<file path="src/rtl/hehc_pkg.sv">
// ----------------------------------------------------------------------------
// hehc_pkg
// Shared constants, types and the slot hash of the hashed entry hit counter.
// ----------------------------------------------------------------------------
package hehc_pkg;

    localparam int TABLE_SLOTS = 8192;
    localparam int SLOT_W      = $clog2(TABLE_SLOTS);
    localparam int USED_W      = SLOT_W + 1;
    localparam int SEL_W       = 13;
    localparam int KEY_W       = 32;
    localparam int HIT_W       = 64;
    localparam int USED_OUT_W  = 14;
    localparam int CNT_W       = 32;
    localparam int CMP_W       = (USED_W > SEL_W) ? USED_W : SEL_W;

    localparam logic [KEY_W-1:0] HASH_MULT        = 32'd2654435761;
    localparam logic [CNT_W-1:0] DEFAULT_INTERVAL = 32'd20000000;

    localparam logic CMD_COUNT = 1'b0;
    localparam logic CMD_READ  = 1'b1;

    typedef logic [SLOT_W-1:0] t_slot;

    typedef enum logic [2:0] {
        ST_CLEAR,
        ST_IDLE,
        ST_READ,
        ST_CHECK,
        ST_DONE
    } t_state;

    typedef struct packed {
        logic in_ready;
        logic clr_wr;
        logic mem_rd;
        logic res_read;
        logic res_hit;
        logic res_ins;
        logic res_drop;
        logic probe_next;
        logic load_out;
    } t_ctrl_cmd;

    typedef struct packed {
        logic in_valid;
        logic clr_last;
        logic is_read;
        logic hit;
        logic empty;
        logic last_probe;
        logic out_free;
    } t_ctrl_stat;

    // low bits of the product only depend on the low bits of the operands
    function automatic t_slot slot_hash(input logic [KEY_W-1:0] addr);
        logic [2*SLOT_W-1:0] prod;
        prod = addr[SLOT_W-1:0] * HASH_MULT[SLOT_W-1:0];
        return prod[SLOT_W-1:0];
    endfunction

endpackage

</file>
<file path="src/rtl/hehc_ctrl.sv">
// ----------------------------------------------------------------------------
// hehc_ctrl
// Sequencer for clearing, slot probing and result hand-off.
// ----------------------------------------------------------------------------
module hehc_ctrl import hehc_pkg::*; (
    input  logic       i_clk,
    input  logic       i_rst_n,
    input  t_ctrl_stat i_stat,
    output t_ctrl_cmd  o_cmd
);

    t_state r_state;
    t_state n_state;

    always_ff @(posedge i_clk) begin
        if (!i_rst_n) begin
            r_state <= ST_CLEAR;
        end else begin
            r_state <= n_state;
        end
    end

    always_comb begin
        n_state = r_state;
        o_cmd   = '0;
        unique case (r_state)
            ST_CLEAR: begin
                o_cmd.clr_wr = 1'b1;
                if (i_stat.clr_last) begin
                    n_state = ST_IDLE;
                end
            end
            ST_IDLE: begin
                o_cmd.in_ready = 1'b1;
                if (i_stat.in_valid) begin
                    n_state = ST_READ;
                end
            end
            ST_READ: begin
                o_cmd.mem_rd = 1'b1;
                n_state      = ST_CHECK;
            end
            ST_CHECK: begin
                priority if (i_stat.is_read) begin
                    o_cmd.res_read = 1'b1;
                    n_state        = ST_DONE;
                end else if (i_stat.hit) begin
                    o_cmd.res_hit = 1'b1;
                    n_state       = ST_DONE;
                end else if (i_stat.empty) begin
                    o_cmd.res_ins = 1'b1;
                    n_state       = ST_DONE;
                end else if (i_stat.last_probe) begin
                    o_cmd.res_drop = 1'b1;
                    n_state        = ST_DONE;
                end else begin
                    o_cmd.probe_next = 1'b1;
                    n_state          = ST_READ;
                end
            end
            ST_DONE: begin
                if (i_stat.out_free) begin
                    o_cmd.load_out = 1'b1;
                    n_state        = ST_IDLE;
                end
            end
            default: begin
                n_state = ST_CLEAR;
            end
        endcase
    end

endmodule

</file>
<file path="config.mk">
export PLATFORM = sky130hd
export DESIGN_NAME = hehc_ctrl
export DESIGN_NICKNAME = d
export VERILOG_FILES = /design/src/rtl/hehc_pkg.sv /design/src/rtl/hehc_ctrl.sv
export SDC_FILE = /design/constraint.sdc
export NUM_CORES = 1
export LEC_CHECK = 0
export BUFFER_PORTS_ARGS = -buffer_cell sky130_fd_sc_hd__buf_4
export CAP_MARGIN = 20
export CORE_AREA = 8 8 45 47
export DETAILED_ROUTE_END_ITERATION = 10
export DIE_AREA = 0 0 53 55
export SETUP_SLACK_MARGIN = 0.4
export SYNTH_ARGS = -nofsm -noshare
export SYNTH_HDL_FRONTEND = slang
export SYNTH_SLANG_ARGS = --single-unit
</file>
<file path="constraint.sdc">
create_clock -name i_clk -period 1.25 [get_ports i_clk]
set_input_delay 0.25 -clock i_clk [delete_from_list [all_inputs] [get_ports i_clk]]
set_output_delay 0.25 -clock i_clk [all_outputs]
set_load 0.005 [all_outputs]
</file>
==> Word-level counts from Yosys, hierarchy flattened <==
Cells that the tools add are included.
{ "classes": {"eq_ne": 7, "n_reduce_logical": 2, "muxes": 22} }
{ "op_table": {"columns": ["operator", "n"], "rows": [
  ["3-bit two-way mux", 8],
  ["3-bit one-hot mux with 5 select lines", 1],
  ["1-bit two-way mux", 10],
  ["3-bit by 2-bit == test with 1-bit output (second input constant)", 2],
  ["2-bit inequality test (second input constant)", 3],
  ["5-bit two-way mux", 1],
  ["4-bit two-way mux", 1],
  ["3-bit by 1-bit == test with 1-bit output (second input constant)", 1],
  ["3-bit == test (second input constant)", 1],
  ["3-bit logical NOT", 1],
  ["3-bit AND reduction", 1],
  ["2-bit two-way mux", 1]
]} }
{ "word_totals": {"word_cells": 32, "in_bits": 9, "reg_bits": 3, "out_inout_bits": 9} }

==> Logic depth before layout (Yosys ltp) <==
Gate-level depths: netlist of the first run.
{ "depth": {"ltp_word": 5, "ltp_mapped": 4} }

==> Worst setup path before layout of the first run <==
No wires, ideal clock.
{ "synth_timing": {"kind": "reg-to-output", "from": "register r_state[2]", "to": "output port o_cmd[2] (netlist name)", "n_path_buf": 1, "path_slack_ns": -0.092, "t_arrival_ns": 1.092, "stages_incl_launch_ff": 5, "required_time_ns": 1.000, "cell_sequence": "dfxtp_1 -> buf_6 -> nand3b_4 -> or3_4 -> nor3b_2"} }
{ "synth_rtl": {"columns": ["item", "line", "rtl"], "rows": [
  ["start, declared", "hehc_ctrl.sv:12", "t_state r_state;"],
  ["start signal, assigned", "hehc_ctrl.sv:19", "r_state <= n_state;"],
  ["end, declared", "hehc_ctrl.sv:9", "output t_ctrl_cmd o_cmd"]
]} }

==> flow_summary.ini, run 1 <==
[detailed_routing]
vias = 352
wl_per_cell_um = 13.89
first_pass_iters = 1
drt-total-wl_um = 1042
ant_nets = 0
drc = 0
drt-initial-drc-count = 0
detail_route.vias_per_cell = 4.693

[global_routing]
grt_start_max_net_pins = 9
grt_remaining_overflow = 0
grt.total_usage = 0.07377
grt_pass1_vias = 347
grt_first_pass_wirelength_um = 1442
antenna_found_initial = 0

[timing]
period_share = 1.282
period_needed_ps = 1603
max_freq_mhz = 623.9
slew_violations = 0
rsz0062_at_grt = yes
tightestPinTransition_ps = 268.5
hold_viol = 0
max-slew-margin-rel = 0.8185
setup_slack_ps = -352.8
setup_violations = 6
clock_skew_ps = 0.5795

[synth]
ys_ff_latch = 3
synth.largest_area_cell = dfxtp_1
synth_cells = 32
synth_cell_types = 16
syn_area_per_cell_um2 = 8.133
seq_area_frac_synth = 0.2308
synth_fp_nets = 41
yosys-top-cells-area = dfxtp_1 (23%), nor4b_1 (10%), nor3b_1 (8.7%), nand3b_4 (7.7%), nor3_1 (7.7%)
synth.top_cell.area_share = 0.2308
syn_area_um2 = 260.3
yosysWarningCount = 0

[power_and_ir_drop]
ir_drop_mv = 0.4353
p_leak_nw = 0.2703
p_total_mw = 0.4235
power.density_nw_per_um2 = 726.3

[clock_network]
cts_root_buffer = clkbuf_4
cts.clk_slew.worst_paths_ps = 30
cts_tree = done
cts_max_level = 1
clock_latency_ps = 230
clockBufferDepth = 2
cts_buffers = 3
numClockSinks = 3

[critical_path]
critical_path_arrival_ps = 1350
path_cells = nand3b_4, or3_4, nor3_2, buf_4
critical_path_required_ps = 1000
crit_fanout = 3
slowest_delay_ps = 360
worst_setup_path_start_kind = flop
crit_type = flop to output pin
end_kind = output pin
cp_slowest_cell = or3_4

[final_layout]
final_cell_mix = buf_4 (21), buf_6 (5), nor3b_2 (4), clkbuf_4 (3)
layout-drive-gt1-share = 0.8305
fin_area_um2 = 583.1
antennaDiodeCount = 0
largest_reg_flops = 3
largestRegisters = r_state (3)
final_common_cell = buf_4
area_growth_pct = 124.0
largest_register = r_state
layout.cells.non_filler = 75
final_nets = 69

[worst_hold_path]
min_path_type = input pin to flop

[floorplanning]
placementRows = 14
fp.dieArea_um2 = 2915
die_h_um = 55
die_w_um = 53
initial_core_util = 0.1881
io_pins = 18
core_area_um2 = 1384

[place]
placed_cell_area_um2 = 451.7
place_ws_ps = -84.69
dp.cells = 67
dp_hpwl_um = 637.8
place_congestion = 0.6715
portBuffers = 17

[run]
maxCapViolCount = 0

[status]
violations = setup timing
status = finished with violations
[metal layers]
layer,track usage,up-vias,wire length (um)
met2,0.09961,12,574
li1,-,171,-
met4,0.1250,0,58
met5,0,-,0
met3,0.03209,6,63
met1,0.06535,163,346
[repair_timing]
item,CTS,global route
pin swaps,4,2
setup buffers,3,1
setup endpoints to repair,12,12
resized for setup,11,10
hold buffers,0,0
[worst max-delay path: cells and delay by family (launching register included)]
kind                   cells  cell delay (ps)
AND/OR/NAND/NOR            3              670
buffers and inverters      1              140
flip-flops                 1              310
[cell usage after synthesis]
library cell and number:
a21oi_1 1, buf_4 2, buf_6 1, dfxtp_1 3
inv_1 2, nand2_1 2, nand3b_4 1, nor2_1 5
nor3_1 4, nor3b_1 3, nor3b_2 1, nor4_1 1
nor4b_1 3, o21a_1 1, o31a_1 1, or3_4 1
[cell families after synthesis]
kind of cell / count (synthesis) / synth area share
buf+inv: 5 / 0.1298
compound gates: 3 / 0.08173
simple gates: 21 / 0.5577
flops: 3 / 0.2308
[through the flow]
stage                     TNS (ps)    util  hold WS [ps]
final                        -1371  0.4213         260.0
after global routing         -1844  0.4213         258.9
after CTS                    -1203  0.3924         251.7
after detailed placement    -156.0  0.3264         493.5
after global placement      -147.1  0.3264         496.6
after floorplan             -160.9       -         367.5
[final cells by class]
type                       count  area, um^2
multi-input combinational     24       249.0
timing repair buffer          26       214.0
fill                         140       800.8
sequential                     3       66.31
tap                           16       20.02
clock buffer                   4       26.28
inverter                       2       7.507
[final timing paths]
check	from	slack, ps	cells after the start	endpoint
worst max-delay path	r_state[2]	-350	4	o_cmd[1]
worst min-delay path	i_rst_n	260	2	r_state[2]
worst max register to register	r_state[1]	100	4	r_state[0]
worst min register to register	r_state[2]	570	2	r_state[1]
[power by group]
| group | internal [mW] | switching [mW] |
|---|---|---|
| clock | 0.119 | 0.0470 |
| combinational | 0.0835 | 0.0627 |
| sequential | 0.104 | 0.00715 |
| total | 0.307 | 0.117 |
No activity file was read; power rests on OpenSTA's default activity.
==> inputs of run 2 (changes only) <==
--- a/config.mk
+++ b/config.mk
@@ -10,7 +10,7 @@
 export CORE_AREA = 8 8 45 47
 export DETAILED_ROUTE_END_ITERATION = 10
 export DIE_AREA = 0 0 53 55
-export SETUP_SLACK_MARGIN = 0.4
+export SETUP_SLACK_MARGIN = 0.02
 export SYNTH_ARGS = -nofsm -noshare
 export SYNTH_HDL_FRONTEND = slang
 export SYNTH_SLANG_ARGS = --single-unit
==> flow_summary.ini, run 2 (synthesized netlist as in run 1, its figures left out) <==
[final_layout]
fin_area_um2 = 571.8
area_growth_pct = 119.7
largestRegisters = r_state (3)
layout-drive-gt1-share = 0.7377
final_cell_mix = buf_4 (23), buf_6 (5), nor2_1 (4)
final_common_cell = buf_4
largest_reg_flops = 3
antennaDiodeCount = 0
final_nets = 71
final_util = 0.4132
largest_register = r_state

[global_routing]
grt_pass1_vias = 359
grt_start_max_net_pins = 9
grt_first_pass_wirelength_um = 1366
grt.total_usage = 0.06383
grt_remaining_overflow = 0
antenna_found_initial = 0

[timing]
max_freq_mhz = 644.6
clock_skew_ps = 2.952
tightestPinTransition_ps = 382.2
hold_viol = 0
rsz0062_at_grt = yes
slew_violations = 0
max-slew-margin-rel = 0.7429
setup_violations = 10
period_share = 1.241
period_needed_ps = 1551
setup_tns_ps = -1498
setup_slack_ps = -301.4

[critical_path]
critical_path_arrival_ps = 1300
critical_path_required_ps = 1000
slowest_delay_ps = 340
crit_fanout = 3
cp_slowest_cell = or3_4
path_cells = nand3b_4, or3_4, nor3b_2, buf_4
worst-path-buf-inv = 1
worst_setup_path_start_kind = flop
critPathTopFamily = simple AND/OR/NAND/NOR gates
crit_type = flop to output pin
end_kind = output pin

[run]
maxCapViolCount = 0

[power_and_ir_drop]
p_sw_frac = 0.2628
p_clk_frac = 0.407
p_leak_nw = 0.2841
power.density_nw_per_um2 = 722.3
internal-power_mw = 0.3045
p_comb_frac = 0.324
ir_drop_mv = 0.3766
p_sw_mw = 0.1085
power.share.sequential = 0.270

[detailed_routing]
wl_per_cell_um = 11.60
vias = 331
ant_nets = 0
drc = 0
drt-initial-drc-count = 1
first_pass_iters = 2
drt-total-wl_um = 893
detail_route.vias_per_cell = 4.299

[clock_network]
numClockSinks = 3
cts_root_buffer = clkbuf_4
clock_latency_ps = 230
cts_max_level = 1
clockBufferDepth = 2
cts_buffers = 3
cts_tree = done
cts.clk_slew.worst_paths_ps = 40

[place]
placed_cell_area_um2 = 419.2
place_ws_ps = -75.65
dp_hpwl_um = 647
place_congestion = 0.7750
portBuffers = 17

[floorplanning]
core_area_um2 = 1384
die_w_um = 53
initial_core_util = 0.1881
placementRows = 14
die_h_um = 55
io_pins = 18
fp.dieArea_um2 = 2915

[status]
status = finished with violations
violations = setup timing

[worst_hold_path]
min_path_type = input pin to flop
-- run 2: worst paths after layout --
path                              endpoint  depth (start not counted)  slack, ps  startpoint
worst max-delay path              o_cmd[2]                          4       -300  r_state[2]
worst min-delay path            r_state[2]                          2        250     i_rst_n
worst max register to register  r_state[0]                          6        -20  r_state[2]
worst min register to register  r_state[1]                          4        740  r_state[2]
-- run 2: metal layers --
layer,track usage,part of all wire,vias up,wire length (um)
li1,-,-,170,-
met1,0.04690,0.31,150,281
met2,0.1270,0.56,11,504
met3,0.02406,0.12,0,107
met4,0.05172,0,0,0
met5,0,0,-,0
-- run 2: final cells by class --
cell class                      instances  area (um^2)
Sequential cell                         3        63.81
Tap cell                               16        20.02
Inverter                                2        7.507
Fill cell                             145        812.0
Multi-Input combinational cell         24        225.2
Clock buffer                            4        26.28
Timing Repair Buffer                   28        229.0
-- run 2: metrics by stage --
step                power (mW)  cells  hold WS (ps)
floorplan               0.1559     32         367.5
global placement        0.2078     67         489.4
detailed placement      0.2095     67         488.4
CTS                     0.4087     73         244.0
global route            0.4391     77         260.2
finish                  0.4130     77         252.4
-- run 2: what timing repair did --
| item | CTS | global route |
|---|---|---|
| gates resized for setup | 11 | 9 |
| endpoints found under the setup margin | 9 | 9 |
| setup buffers | 2 | 4 |
| pin swaps | 0 | 2 |
| hold buffers | 0 | 0 |
| cloned | 0 | 0 |
-- run 2: power by group through the flow --
stage | registers (mW) | logic, mW | clock network [mW]
after global placement | 0.110 | 0.0978 | 0
after floorplan | 0.105 | 0.0506 | 0
final | 0.111 | 0.134 | 0.168
after CTS | 0.111 | 0.121 | 0.177
after global routing | 0.112 | 0.145 | 0.183
after detailed placement | 0.110 | 0.0991 | 0
